**src/sv/binary_region_perimeter_macros.svh**
```systemverilog
// assertion macros shared by the perimeter counter rtl
// expects i_clk and i_rst_n in the scope of each use
`ifndef BINARY_REGION_PERIMETER_MACROS_SVH
`define BINARY_REGION_PERIMETER_MACROS_SVH

// same-cycle implication, disabled in reset
`define BRP_ASSERT_NOW(label, ante, cons) \
    label: assert property (@(posedge i_clk) disable iff (!i_rst_n) (ante) |-> (cons)) \
        else $error("brp check failed");

// next-cycle implication, disabled in reset
`define BRP_ASSERT_NEXT(label, ante, cons) \
    label: assert property (@(posedge i_clk) disable iff (!i_rst_n) (ante) |=> (cons)) \
        else $error("brp check failed");

`endif

```
**src/sv/brp_pkg.sv**
```systemverilog
// shared types and constants for the binary region perimeter counter
// no dependencies
`timescale 1ns / 1ps

package brp_pkg;

    localparam int CFG_DIM_W  = 11;
    localparam int SCALE_W    = 16;
    localparam int CFG_DATA_W = 16;
    localparam int CFG_IDX_W  = 2;
    localparam int EDGE_W     = 23;
    localparam int FENCE_W    = 38;
    localparam int PROD_W     = EDGE_W + SCALE_W;

    localparam logic [EDGE_W-1:0]    EDGE_MAX  = {EDGE_W{1'b1}};
    localparam logic [FENCE_W-1:0]   FENCE_MAX = {FENCE_W{1'b1}};

    localparam logic [CFG_DIM_W-1:0] WIDTH_RESET  = 11'd1024;
    localparam logic [CFG_DIM_W-1:0] HEIGHT_RESET = 11'd1024;
    localparam logic [SCALE_W-1:0]   SCALE_RESET  = 16'd640;

    typedef enum logic [CFG_IDX_W-1:0] {
        CFG_MAP_WIDTH    = 2'd0,
        CFG_MAP_HEIGHT   = 2'd1,
        CFG_LENGTH_SCALE = 2'd2
    } t_cfg_reg;

    // per-cell flags handed from the scan counters to the edge accumulator
    typedef struct packed {
        logic cur;
        logic left;
        logic row0;
        logic row_end;
        logic map_end;
    } t_cell_info;

endpackage

```
**src/sv/brp_line_buf.sv**
```systemverilog
// one-row line buffer of land bits, synchronous read
// runs a zeroing sweep after reset; uses brp_pkg and the assertion macros
`timescale 1ns / 1ps
`include "binary_region_perimeter_macros.svh"

module brp_line_buf
    import brp_pkg::*;
#(
    parameter int MAX_WIDTH = 1024,
    parameter int CW        = 10
) (
    input  logic          i_clk,
    input  logic          i_rst_n,
    input  logic          i_rd_en,
    input  logic          i_wr_en,
    input  logic [CW-1:0] i_addr,
    input  logic          i_wr_data,
    output logic          o_rd_data,
    output logic          o_clearing
);

    logic          r_mem [MAX_WIDTH];
    logic          r_rd_data;
    logic          r_clearing;
    logic [CW-1:0] r_clr_addr;
    logic          n_clearing;
    logic [CW-1:0] n_clr_addr;
    logic          wr_go;
    logic [CW-1:0] wr_addr;
    logic          wr_bit;

    always_comb begin
        n_clearing = r_clearing;
        n_clr_addr = r_clr_addr;
        if (r_clearing) begin
            n_clr_addr = r_clr_addr + CW'(1);
            if (r_clr_addr == CW'(MAX_WIDTH - 1)) begin
                n_clearing = 1'b0;
            end
        end
    end

    always_ff @(posedge i_clk) begin
        if (!i_rst_n) begin
            r_clearing <= 1'b1;
            r_clr_addr <= '0;
        end else begin
            r_clearing <= n_clearing;
            r_clr_addr <= n_clr_addr;
        end
    end

    assign wr_go   = r_clearing || i_wr_en;
    assign wr_addr = r_clearing ? r_clr_addr : i_addr;
    assign wr_bit  = r_clearing ? 1'b0 : i_wr_data;

    // read-before-write on the same entry returns the previous row's bit
    always_ff @(posedge i_clk) begin
        if (wr_go) begin
            r_mem[wr_addr] <= wr_bit;
        end
        if (i_rd_en) begin
            r_rd_data <= r_mem[i_addr];
        end
    end

    assign o_rd_data  = r_rd_data;
    assign o_clearing = r_clearing;

    `BRP_ASSERT_NOW(a_no_access_in_clear, r_clearing, !i_wr_en && !i_rd_en)
    `BRP_ASSERT_NEXT(a_clear_ends, r_clearing && (r_clr_addr == CW'(MAX_WIDTH - 1)),
        !r_clearing)
    `BRP_ASSERT_NEXT(a_clear_stays_done, !r_clearing, !r_clearing)

endmodule

```
**src/sv/brp_scan_ctrl.sv**
```systemverilog
// raster position counters, left neighbour and row land count
// loads the stage register feeding the edge accumulator; uses brp_pkg
`timescale 1ns / 1ps
`include "binary_region_perimeter_macros.svh"

module brp_scan_ctrl
    import brp_pkg::*;
#(
    parameter int MAX_WIDTH  = 1024,
    parameter int MAX_HEIGHT = 1024,
    parameter int CW         = 10,
    parameter int RW         = 10,
    parameter int LW         = 11
) (
    input  logic                 i_clk,
    input  logic                 i_rst_n,
    input  logic                 i_accept,
    input  logic                 i_cell,
    input  logic [CFG_DIM_W-1:0] i_map_width,
    input  logic [CFG_DIM_W-1:0] i_map_height,
    input  logic                 i_s1_take,
    output logic [CW-1:0]        o_addr,
    output logic                 o_s1_valid,
    output t_cell_info           o_s1_info,
    output logic [LW-1:0]        o_s1_land_cnt
);

    localparam int WCW = ($clog2(MAX_WIDTH + 1) > CFG_DIM_W) ?
                         $clog2(MAX_WIDTH + 1) : CFG_DIM_W;
    localparam int HCW = ($clog2(MAX_HEIGHT + 1) > CFG_DIM_W) ?
                         $clog2(MAX_HEIGHT + 1) : CFG_DIM_W;

    logic [CW-1:0]  r_col;
    logic [RW-1:0]  r_row;
    logic           r_left;
    logic [LW-1:0]  r_cnt;
    logic           r_s1_valid;
    t_cell_info     r_s1_info;
    logic [LW-1:0]  r_s1_land_cnt;

    logic [CW-1:0]  n_col;
    logic [RW-1:0]  n_row;
    logic           n_left;
    logic [LW-1:0]  n_cnt;
    t_cell_info     n_info;
    logic [LW-1:0]  cnt_incl;

    logic [WCW-1:0] w_ext;
    logic [WCW-1:0] w_eff;
    logic [WCW-1:0] col_p1;
    logic [HCW-1:0] h_ext;
    logic [HCW-1:0] h_eff;
    logic [HCW-1:0] row_p1;

    always_comb begin
        // zero acts as one, oversize acts as the maximum
        w_ext = WCW'(i_map_width);
        if (w_ext == '0) begin
            w_eff = WCW'(1);
        end else if (w_ext > WCW'(MAX_WIDTH)) begin
            w_eff = WCW'(MAX_WIDTH);
        end else begin
            w_eff = w_ext;
        end
        h_ext = HCW'(i_map_height);
        if (h_ext == '0) begin
            h_eff = HCW'(1);
        end else if (h_ext > HCW'(MAX_HEIGHT)) begin
            h_eff = HCW'(MAX_HEIGHT);
        end else begin
            h_eff = h_ext;
        end
        col_p1 = WCW'(r_col) + WCW'(1);
        row_p1 = HCW'(r_row) + HCW'(1);

        cnt_incl       = r_cnt + LW'(i_cell);
        n_info.cur     = i_cell;
        n_info.left    = (r_col == '0) ? 1'b0 : r_left;
        n_info.row0    = (r_row == '0);
        n_info.row_end = (col_p1 >= w_eff);
        n_info.map_end = n_info.row_end && (row_p1 >= h_eff);

        n_left = i_cell;
        n_cnt  = cnt_incl;
        n_col  = r_col + CW'(1);
        n_row  = r_row;
        if (n_info.row_end) begin
            n_left = 1'b0;
            n_cnt  = '0;
            n_col  = '0;
            n_row  = n_info.map_end ? '0 : r_row + RW'(1);
        end
    end

    always_ff @(posedge i_clk) begin
        if (!i_rst_n) begin
            r_col      <= '0;
            r_row      <= '0;
            r_left     <= 1'b0;
            r_cnt      <= '0;
            r_s1_valid <= 1'b0;
        end else begin
            if (i_accept) begin
                r_col      <= n_col;
                r_row      <= n_row;
                r_left     <= n_left;
                r_cnt      <= n_cnt;
                r_s1_valid <= 1'b1;
            end else if (i_s1_take) begin
                r_s1_valid <= 1'b0;
            end
        end
    end

    always_ff @(posedge i_clk) begin
        if (i_accept) begin
            r_s1_info     <= n_info;
            r_s1_land_cnt <= cnt_incl;
        end
    end

    assign o_addr        = r_col;
    assign o_s1_valid    = r_s1_valid;
    assign o_s1_info     = r_s1_info;
    assign o_s1_land_cnt = r_s1_land_cnt;

    `BRP_ASSERT_NEXT(a_row_end_wraps, i_accept && n_info.row_end,
        (r_col == '0) && !r_left && (r_cnt == '0))
    `BRP_ASSERT_NEXT(a_map_end_restarts, i_accept && n_info.map_end, r_row == '0)

endmodule

```
**src/sv/brp_edge_acc.sv**
```systemverilog
// edge accumulator: adds the boundary sides of each cell to the map total
// holds the finished total until the scaler takes it; uses brp_pkg
`timescale 1ns / 1ps
`include "binary_region_perimeter_macros.svh"

module brp_edge_acc
    import brp_pkg::*;
#(
    parameter int LW = 11
) (
    input  logic              i_clk,
    input  logic              i_rst_n,
    input  logic              i_s1_valid,
    input  t_cell_info        i_s1_info,
    input  logic [LW-1:0]     i_s1_land_cnt,
    input  logic              i_above,
    input  logic              i_res_ready,
    output logic              o_s1_take,
    output logic              o_res_valid,
    output logic [EDGE_W-1:0] o_res_edge
);

    localparam int SUMW = ((LW > EDGE_W) ? LW : EDGE_W) + 2;

    logic [EDGE_W-1:0] r_edge;
    logic              r_res_valid;
    logic [EDGE_W-1:0] r_res_edge;
    logic              above_eff;
    logic [SUMW-1:0]   sum;
    logic [EDGE_W-1:0] n_edge;
    logic              res_free;
    logic              take;

    always_comb begin
        above_eff = i_s1_info.row0 ? 1'b0 : i_above;
        sum = SUMW'(r_edge)
            + SUMW'(i_s1_info.cur ^ i_s1_info.left)
            + SUMW'(i_s1_info.cur ^ above_eff)
            + SUMW'(i_s1_info.cur & i_s1_info.row_end)
            + (i_s1_info.map_end ? SUMW'(i_s1_land_cnt) : SUMW'(0));
        // saturating total
        n_edge = (sum > SUMW'(EDGE_MAX)) ? EDGE_MAX : sum[EDGE_W-1:0];
    end

    assign res_free = !r_res_valid || i_res_ready;
    assign take     = i_s1_valid && (!i_s1_info.map_end || res_free);

    always_ff @(posedge i_clk) begin
        if (!i_rst_n) begin
            r_edge      <= '0;
            r_res_valid <= 1'b0;
        end else begin
            if (i_res_ready) begin
                r_res_valid <= 1'b0;
            end
            if (take) begin
                if (i_s1_info.map_end) begin
                    r_edge      <= '0;
                    r_res_valid <= 1'b1;
                end else begin
                    r_edge <= n_edge;
                end
            end
        end
    end

    always_ff @(posedge i_clk) begin
        if (take && i_s1_info.map_end) begin
            r_res_edge <= n_edge;
        end
    end

    assign o_s1_take   = take;
    assign o_res_valid = r_res_valid;
    assign o_res_edge  = r_res_edge;

    `BRP_ASSERT_NEXT(a_result_held, r_res_valid && !i_res_ready,
        r_res_valid && $stable(r_res_edge))
    `BRP_ASSERT_NOW(a_no_overwrite, r_res_valid && !i_res_ready,
        !(take && i_s1_info.map_end))

endmodule

```
**src/sv/brp_out_scale.sv**
```systemverilog
// output stage: scales the finished edge count by the Q8.8 side length
// registered product with saturation; uses brp_pkg
`timescale 1ns / 1ps

module brp_out_scale
    import brp_pkg::*;
(
    input  logic               i_clk,
    input  logic               i_rst_n,
    input  logic               i_res_valid,
    input  logic [EDGE_W-1:0]  i_res_edge,
    input  logic [SCALE_W-1:0] i_scale,
    input  logic               i_ready,
    output logic               o_res_ready,
    output logic               o_valid,
    output logic [EDGE_W-1:0]  o_edge_count,
    output logic [FENCE_W-1:0] o_fence_length
);

    logic               r_valid;
    logic [EDGE_W-1:0]  r_edge;
    logic [FENCE_W-1:0] r_fence;
    logic [PROD_W-1:0]  prod;
    logic [FENCE_W-1:0] n_fence;
    logic               load;

    always_comb begin
        prod    = PROD_W'(i_res_edge) * PROD_W'(i_scale);
        n_fence = (prod > PROD_W'(FENCE_MAX)) ? FENCE_MAX : prod[FENCE_W-1:0];
    end

    assign o_res_ready = !r_valid || i_ready;
    assign load        = i_res_valid && o_res_ready;

    always_ff @(posedge i_clk) begin
        if (!i_rst_n) begin
            r_valid <= 1'b0;
        end else if (o_res_ready) begin
            r_valid <= i_res_valid;
        end
    end

    always_ff @(posedge i_clk) begin
        if (load) begin
            r_edge  <= i_res_edge;
            r_fence <= n_fence;
        end
    end

    assign o_valid        = r_valid;
    assign o_edge_count   = r_edge;
    assign o_fence_length = r_fence;

endmodule

```
**src/sv/binary_region_perimeter.sv**
```systemverilog
// Binary region perimeter counter. Takes one map cell per cycle in raster order and, after
// the last cell of a map_width x map_height map, returns the count of land-cell sides that
// face water or the border, together with that count times the Q8.8 length_scale. The
// sustained rate is one cell per clock; past the reset clear, input is held off only while
// a result cannot move toward a stalled output. The only per-cell state in memory is the
// previous row's land bit, read from and written back to the single-port line buffer in
// the cycle of acceptance. A result passes the stage, accumulator result and output
// registers. After reset the line buffer is zeroed, one entry a cycle, over its MAX_WIDTH
// entries, during which no cell is accepted; configuration writes are taken at any time.
// depends on brp_pkg, brp_line_buf, brp_scan_ctrl, brp_edge_acc, brp_out_scale
`timescale 1ns / 1ps

module binary_region_perimeter
    import brp_pkg::*;
#(
    parameter int MAX_WIDTH  = 1024,
    parameter int MAX_HEIGHT = 1024
) (
    input  logic                  i_clk,
    input  logic                  i_rst_n,
    input  logic                  i_valid,
    output logic                  o_ready,
    input  logic                  i_cell_is_land,
    output logic                  o_valid,
    input  logic                  i_ready,
    output logic [EDGE_W-1:0]     o_edge_count,
    output logic [FENCE_W-1:0]    o_fence_length,
    input  logic                  i_cfg_we,
    input  logic [CFG_IDX_W-1:0]  i_cfg_idx,
    input  logic [CFG_DATA_W-1:0] i_cfg_data
);

    localparam int CW = (MAX_WIDTH > 1) ? $clog2(MAX_WIDTH) : 1;
    localparam int RW = (MAX_HEIGHT > 1) ? $clog2(MAX_HEIGHT) : 1;
    localparam int LW = $clog2(MAX_WIDTH + 1);

    logic [CFG_DIM_W-1:0] r_map_width;
    logic [CFG_DIM_W-1:0] r_map_height;
    logic [SCALE_W-1:0]   r_length_scale;

    logic              accept;
    logic              clearing;
    logic              above;
    logic [CW-1:0]     addr;
    logic              s1_valid;
    t_cell_info        s1_info;
    logic [LW-1:0]     s1_land_cnt;
    logic              s1_take;
    logic              res_valid;
    logic              res_ready;
    logic [EDGE_W-1:0] res_edge;

    always_ff @(posedge i_clk) begin
        if (!i_rst_n) begin
            r_map_width    <= WIDTH_RESET;
            r_map_height   <= HEIGHT_RESET;
            r_length_scale <= SCALE_RESET;
        end else if (i_cfg_we) begin
            case (t_cfg_reg'(i_cfg_idx))
                CFG_MAP_WIDTH:    r_map_width    <= i_cfg_data[CFG_DIM_W-1:0];
                CFG_MAP_HEIGHT:   r_map_height   <= i_cfg_data[CFG_DIM_W-1:0];
                CFG_LENGTH_SCALE: r_length_scale <= i_cfg_data[SCALE_W-1:0];
                default: begin
                end
            endcase
        end
    end

    // a new request enters only when the stage holding the last one moves on
    assign o_ready = !clearing && (!s1_valid || s1_take);
    assign accept  = i_valid && o_ready;

    brp_line_buf #(
        .MAX_WIDTH (MAX_WIDTH),
        .CW        (CW)
    ) u_line_buf (
        .i_clk      (i_clk),
        .i_rst_n    (i_rst_n),
        .i_rd_en    (accept),
        .i_wr_en    (accept),
        .i_addr     (addr),
        .i_wr_data  (i_cell_is_land),
        .o_rd_data  (above),
        .o_clearing (clearing)
    );

    brp_scan_ctrl #(
        .MAX_WIDTH  (MAX_WIDTH),
        .MAX_HEIGHT (MAX_HEIGHT),
        .CW         (CW),
        .RW         (RW),
        .LW         (LW)
    ) u_scan_ctrl (
        .i_clk         (i_clk),
        .i_rst_n       (i_rst_n),
        .i_accept      (accept),
        .i_cell        (i_cell_is_land),
        .i_map_width   (r_map_width),
        .i_map_height  (r_map_height),
        .i_s1_take     (s1_take),
        .o_addr        (addr),
        .o_s1_valid    (s1_valid),
        .o_s1_info     (s1_info),
        .o_s1_land_cnt (s1_land_cnt)
    );

    brp_edge_acc #(
        .LW (LW)
    ) u_edge_acc (
        .i_clk         (i_clk),
        .i_rst_n       (i_rst_n),
        .i_s1_valid    (s1_valid),
        .i_s1_info     (s1_info),
        .i_s1_land_cnt (s1_land_cnt),
        .i_above       (above),
        .i_res_ready   (res_ready),
        .o_s1_take     (s1_take),
        .o_res_valid   (res_valid),
        .o_res_edge    (res_edge)
    );

    brp_out_scale u_out_scale (
        .i_clk          (i_clk),
        .i_rst_n        (i_rst_n),
        .i_res_valid    (res_valid),
        .i_res_edge     (res_edge),
        .i_scale        (r_length_scale),
        .i_ready        (i_ready),
        .o_res_ready    (res_ready),
        .o_valid        (o_valid),
        .o_edge_count   (o_edge_count),
        .o_fence_length (o_fence_length)
    );

endmodule

```
**config.mk**
```make
export PLATFORM = sky130hd
export DESIGN_NAME = binary_region_perimeter
export DESIGN_NICKNAME = d
export VERILOG_FILES = /design/src/sv/brp_pkg.sv /design/src/sv/brp_line_buf.sv /design/src/sv/brp_scan_ctrl.sv /design/src/sv/brp_edge_acc.sv /design/src/sv/brp_out_scale.sv /design/src/sv/binary_region_perimeter.sv
export VERILOG_INCLUDE_DIRS = /design/src /design/src/sv
export SDC_FILE = /design/constraint.sdc
export NUM_CORES = 2
export LEC_CHECK = 0
export BUFFER_PORTS_ARGS = -buffer_cell sky130_fd_sc_hd__buf_4
export CAP_MARGIN = 10
export CELL_PAD_IN_SITES_DETAIL_PLACEMENT = 0
export CELL_PAD_IN_SITES_GLOBAL_PLACEMENT = 1
export CORE_ASPECT_RATIO = 1.5
export CORE_UTILIZATION = 45
export DETAILED_ROUTE_END_ITERATION = 16
export PLACE_DENSITY = 0.79
export SETUP_SLACK_MARGIN = 0.15
export SYNTH_ARGS = -nofsm -noshare
export SYNTH_HDL_FRONTEND = slang
export SYNTH_HIERARCHICAL = 1
export SYNTH_SLANG_ARGS = --single-unit
```
**constraint.sdc**
```tcl
create_clock -name i_clk -period 40 [get_ports i_clk]
set_input_delay 10 -clock i_clk [delete_from_list [all_inputs] [get_ports i_clk]]
set_output_delay 10 -clock i_clk [all_outputs]
set_load 0.05 [all_outputs]
```
### Word level (Yosys, flattened, before mapping)

Memories as Yosys holds them, arrays and structs flattened. A register that Yosys moved wholly into a read port is not among the register bits.
Index checks and enable logic that the tools add are counted.

| operators by class | value |
|---|---|
| multiply operators | 1 |
| equal/unequal tests | 3 |
| magnitude comparators | 6 |
| multiplexer cells | 23 |
| add/subtract/negate cells | 10 |
| reductions and logical operators | 26 |
| bitwise logic cells | 3 |

Operators with widths:

| kind | count |
|---|---|
| 25-bit adder | 3 |
| 11-bit two-way mux | 6 |
| 23-bit two-way mux | 2 |
| 39-bit by 38-bit > comparator with 1-bit output (second input constant) | 1 |
| 23-bit by 16-bit multiplier with 39-bit output | 1 |
| 10-bit by 1-bit adder with 10-bit output (second input constant) | 3 |
| 10-bit two-way mux | 3 |
| 23-bit by 25-bit adder with 25-bit output | 1 |
| 25-bit by 23-bit > comparator with 1-bit output (second input constant) | 1 |
| 10-bit by 1-bit adder with 11-bit output (second input constant) | 2 |
| 11-bit greater-or-equal comparator | 2 |
| 11-bit > comparator (second input constant) | 2 |
| 11-bit zero test | 2 |
| 10-bit zero test | 2 |
| 1-bit two-way mux | 12 |
| 11-bit by 1-bit adder with 11-bit output | 1 |
| 10-bit equality test (second input constant) | 1 |
| 2-bit AND reduction | 4 |
| 1-bit logical AND | 6 |
| 1-bit zero test | 5 |
| 1-bit logical OR | 5 |
| 2-bit by 1-bit equality test with 1-bit output (second input constant) | 1 |
| 2-bit equality test (second input constant) | 1 |
| 2-bit zero test | 1 |
| other kinds (3) | 4 |

| storage, ports and cells | value |
|---|---|
| RAM bits | 1024 |
| register bits after elaboration | 207 |
| word-level logic and storage cells | 95 |
| memories kept | 1 |
| output and inout bits | 63 |

Memories:

| memory | words | width | read ports | clocked after Yosys merged registers in | write ports | line | source |
|---|---|---|---|---|---|---|---|
| u_line_buf.r_mem | 1024 | 1 | 1 | 1 | 1 | brp_line_buf.sv:22 | `logic r_mem [MAX_WIDTH];` |

### Logic depth before layout (Yosys ltp)

| logic depth | value |
|---|---|
| word-level depth | 11 |
| depth in mapped cells | 27 |
| depth with buffers taken out | 24 |

### Cells and area by module

Netlist, hierarchy kept.

By module, submodules not included:

| module | times used | area an instance (um2) | cells each | seq. area each (um2) |
|---|---|---|---|---|
| brp_line_buf | 1 | 45293.4 | 3162 | 30999.7 |
| brp_out_scale | 1 | 13947.1 | 1496 | 1851.8 |
| brp_edge_acc | 1 | 3559.7 | 399 | 1171.1 |
| brp_scan_ctrl | 1 | 3126.7 | 352 | 1141.1 |
| binary_region_perimeter | 1 | 1481.4 | 152 | 760.7 |

### Worst setup path before layout

OpenSTA, ideal clock, no wires.

| timing path | value |
|---|---|
| path kind | input to register |
| start | in i_cell_is_land |
| end | mem u_line_buf.r_mem[0] (data pin) |
| stages | 1 |
| setup slack | 0.489 ns |
| arrival time | 34.337 ns |
| library setup time | 5.174 ns |
| path through | nor2b_1 |

| between the ends | value |
|---|---|
| longest elaborated chain between the ends | 1 |

Ends and longest elaborated chain:

| item | line | source |
|---|---|---|
| start, declared | binary_region_perimeter.sv:23 | `input logic i_cell_is_land,` |
| 1-bit two-way mux | brp_line_buf.sv:55 | `assign wr_bit = r_clearing ? 1'b0 : i_wr_data;` |
| end, declared | brp_line_buf.sv:22 |  |

No other way between the ends.

### Final worst setup path

| timing path | value |
|---|---|
| start | in i_ready |
| end | out o_ready |

| between the ends | value |
|---|---|
| longest elaborated chain between the ends | 6 |

Ends and longest elaborated chain:

| item | line | source |
|---|---|---|
| start, declared | binary_region_perimeter.sv:25 | `input logic i_ready,` |
| 1-bit logical OR | brp_out_scale.sv:32 | `assign o_res_ready = !r_valid \|\| i_ready;` |
| via res_ready | binary_region_perimeter.sv:50 | `logic res_ready;` |
| 1-bit logical OR | brp_edge_acc.sv:45 | `assign res_free = !r_res_valid \|\| i_res_ready;` |
| 1-bit logical OR | brp_edge_acc.sv:46 | `assign take = i_s1_valid && (!i_s1_info.map_end \|\| res_free);` |
| 1-bit logical AND | brp_edge_acc.sv:46 |  |
| via s1_take | binary_region_perimeter.sv:48 | `logic s1_take;` |
| 1-bit logical OR | binary_region_perimeter.sv:70 | `assign o_ready = !clearing && (!s1_valid \|\| s1_take);` |
| 1-bit logical AND | binary_region_perimeter.sv:70 |  |
| end, declared | binary_region_perimeter.sv:22 | `output logic o_ready,` |

The timed path passes the listed nets, and every way through them passes these cells.

==> summary.md <==
| Metric | Value |
|---|---|
| GRT overflow | 0 |
| Synth unique cells | ~100 |
| Mapped Avg Cell Area | ~12 um^2 |
| Share of the synthesized area in the top cell type | 50.1% |
| PD cells | 36.2 mW/mm^2 |
| Gr usage total | 23.9% |
| Total wire length | 181 mm |
| Critical path capture point type | primary output |
| Syn. warnings | 6 |
| Hpwl dp | 109 mm |
| Tightest Pin Transition | 1.69 ns |
| Crit path cell chain | buf_4 > nand2b_1 > nor2b_1 > nand2_1 > and2_1 > inv_1 > a21oi_1 > buf_4 |
| TritonCTS Buffers | 114 |
| Buf/Inv on CP | 3 |
| Synth-to-layout area growth | 8.79% |
| Post-synth ARST share | 0% |
| Share of cells above drive strength 1 | about an eighth |
| Bufs on Longest Clock Path | 3 |
| Synthesized flop and latch total | about 1200 |
| Prevailing post-synth register cell | edfxtp_1 |
| Skew final | between 0.04 and 0.05 ns |
| Clk slew on worst S/H paths | approximately 0.070 ns |
| Clk Latency, worst-skew pair | 0.77 ns |
| RD Place Congestion | roughly 0.87 |
| Crit path arrival time | 11.25 ns |
| WS Path Type | in2out |
| CP max-delay cell | nor2b_1 |
| Starting DRT DRC Count | roughly 4400 |
| Via density | 5.84 |
| FP Rows | 173 |
| DRC | 0 |
| Starting Density | 45.4% |
| Vias | around 44000 |
| First-pass GRT wire length | 271 mm |
| Unrepaired setup endpoints after global routing | false |
| Critical path's top delay family | simple AND/OR/NAND/NOR gates |
| Core Footprint | between 0.1 and 0.15 mm^2 |
| Largest net degree at the start of global routing | 311 |
| LEAKAGE | 0.0250 uW |
| Hold crit path type | reg2reg |
| Syn Nets | about 6000 |
| Final Max Slew Viols | 171 |
| Clk sinks | 1232 |
| Cells after Synth | 5561 |
| IO Port Bufs | 86 |
| Routed WL per cell | about 24 um |
| Total stage count of the critical path | 8 |
| Critical Path RT | ~30 ns |
| Fin util | 49.4% |
| R2R depth | 21 |
| CTS tree | done |
| CP Max Fanout | 3 |
| Status | finished with violations |
| Hold Crit Depth | 2 |
| Hold Path Sink | r_length_scale[0] |
| EDFF count, synth | 1125 |
| Final Cycle Share | between 50% and 60% |
| Sequential share of the synthesized area | 53.3% |
| Worst slew margin | -12.9% |
| Peak VDD IR | 33.9 uV |
| Achievable Freq | 47.1 MHz |
| Leading area contributor after synthesis | edfxtp_1 |
| I/O pin cnt | 87 |
| Setup tns final | 0 ns |
| Final hold vios | 0 |
| Top post-synthesis cells by area | edfxtp_1 (50%), fa_1 (8.7%), mux4_2 (7.8%) |
| Die ar. | ~0.15 mm^2 |
| CP most frequent cell | buf_4 |
| Failing checks | slew limit |
| Max cap viols | 0 |
| Detail Route Antenna Nets | 0 |
| Min-delay src | r_length_scale[0] |
| Critical path launch point type | input port |
| Flop2flop setup slack | 32.41 ns |
| Final Setup Violations | 0 |
| Die Wd | 318 um |
| Reg2reg start | r_length_scale[12] |
| DIE HEIGHT | 476 um |
| Mapped Area | 0.0674 mm^2 |
| Layout Nets | 5916 |
| Hold-fix buffers, CTS | 0 |
| Detailed-router iteration count before antenna repair | 8 |
| Vias in the first global route | 44373 |
| Slowest Stage Delay on Critical Path | roughly 0.23 ns |
| # Post-CTS Setup Buffers | 0 |
| Initial antenna violation count | 3 |
| CTS H-tree lvls | 3 |
| R2r endpoint | u_out_scale/o_fence_length[31] |
| Post-route minimum period | 21.25 ns |
| Root Buffer Master | clkbuf_16 |
| Post_cts resized | 0 |
[worst register-to-register path: cells and delay by family, from the launching register on]
kind | cells | cell delay [ns]
compound gates | 7 | 2.15
flops | 1 | 1.13
xor+xnor | 1 | 0.15
fa+ha+maj | 7 | 3.34
simple gates | 3 | 0.35
buf+inv | 3 | 0.16
[cell usage after synthesis (9+ instances only)]
| library cell | number |
|---|---|
| nor2b_1 | 27 |
| nand4_1 | 28 |
| o21ai_0 | 59 |
| or3_1 | 28 |
| a22o_1 | 9 |
| o22ai_1 | 32 |
| o21ai_1 | 19 |
| o31ai_1 | 11 |
| ha_1 | 164 |
| a21o_1 | 20 |
| nor4_1 | 18 |
| and2_1 | 173 |
| edfxtp_1 | 1125 |
| xnor2_1 | 66 |
| a211oi_1 | 28 |
| nor2_1 | 1105 |
| buf_2 | 81 |
| nor3_1 | 49 |
| clkbuf_1 | 275 |
| o221ai_1 | 39 |
| and3_1 | 24 |
| xor2_1 | 28 |
| a31oi_1 | 9 |
| a21oi_1 | 113 |
| buf_6 | 27 |
| buf_1 | 11 |
| dfxtp_1 | 107 |
| nand3_1 | 62 |
| nand2b_1 | 32 |
| mux4_2 | 234 |
| o211ai_1 | 17 |
| buf_4 | 19 |
| mux2i_1 | 136 |
| inv_1 | 370 |
| fa_1 | 294 |
| nand2_1 | 521 |
| a22oi_1 | 10 |
[cell usage in the layout (no fill, tap or decap), types with 65 or more instances in the layout]
master | netlist | layout
clkbuf_16 | 0 | 116
inv_1 | 370 | 370
buf_4 | 19 | 168
a21oi_1 | 113 | 113
and2_1 | 173 | 172
fa_1 | 294 | 294
dfxtp_1 | 107 | 102
nor2_1 | 1105 | 1105
mux4_2 | 234 | 234
edfxtp_1 | 1125 | 1125
xnor2_1 | 66 | 65
ha_1 | 164 | 164
mux2i_1 | 136 | 136
nand2_1 | 521 | 501
[registers in the layout, summed over array words and instances, names as in the netlist, 11 cells and up]
signal                      count
u_out_scale/o_edge_count       23
u_edge_acc/o_res_edge          23
u_edge_acc/r_edge              23
u_scan_ctrl/r_cnt              11
u_line_buf/r_mem             1024
u_out_scale/o_fence_length     38
r_map_width                    11
r_length_scale                 16
u_scan_ctrl/o_s1_land_cnt      11
r_map_height                   11
[through the flow]
stage / worst slack [ns] / cells / hold slack (ns) / area [um^2] / power (uW)
finish: 18.75 / 7467 / 0.463 / 73300 / 2650
detailed placement: 18.78 / 7241 / 0.454 / 69300 / 1540
CTS: 18.77 / 7457 / 0.465 / 73300 / 2670
global placement: 18.72 / 7241 / 0.442 / 69300 / 1530
floorplan: 0.489 / 5561 / 0.436 / 67400 / 1500
global route: 18.66 / 7467 / 0.477 / 73300 / 2730
[cells by family after synthesis]
family	after synthesis	share of synthesized area (%)
AOI/OAI and AO/OA	466	4.74
xor gates and xnor gates	97	1.31
adders and majority gates	458	11.8
buffers and inverters	793	5.03
DFF	1232	53.3
muxes	378	9.97
and+or+nand+nor	2137	13.9
[power breakdown]
part / switching (uW) / leakage, uW / internal, uW
Combinational: 75.6 / 0.0118 / 41.6
Clock: 507 / 0.00190 / 640
Sequential: 3.00 / 0.0113 / 1390
Total: 586 / 0.0250 / 2070
[layer usage]
layer	track usage, %	vias to the layer above	wire length, um
li1	-	19097	-
met1	27.0	22254	63800
met2	43.9	1798	95100
met3	3.37	484	12900
met4	11.7	0	9210
met5	0	-	0
[how the worst max path moves through the flow]
stage                         from             endpoint  slack, ns
global placement           i_ready              o_ready      18.72
floorplan           i_cell_is_land  u_line_buf/r_mem[0]       0.49
global route               i_ready              o_ready      18.66
CTS                        i_ready              o_ready      18.77
detailed placement         i_ready              o_ready      18.78
finish                     i_ready              o_ready      18.75
[final cells by class]
class | instances | area (um^2)
Sequential cell | 1232 | 35900
Tap cell | 1925 | 2410
Inverter | 376 | 1410
Multi-Input combinational cell | 3536 | 28200
Clock buffer | 137 | 3010
Clock inverter | 79 | 922
Antenna cell | 8 | 20.0
Fill cell | 12987 | 75200
Timing Repair Buffer | 174 | 1400
(Power assumes the default switching activity.)
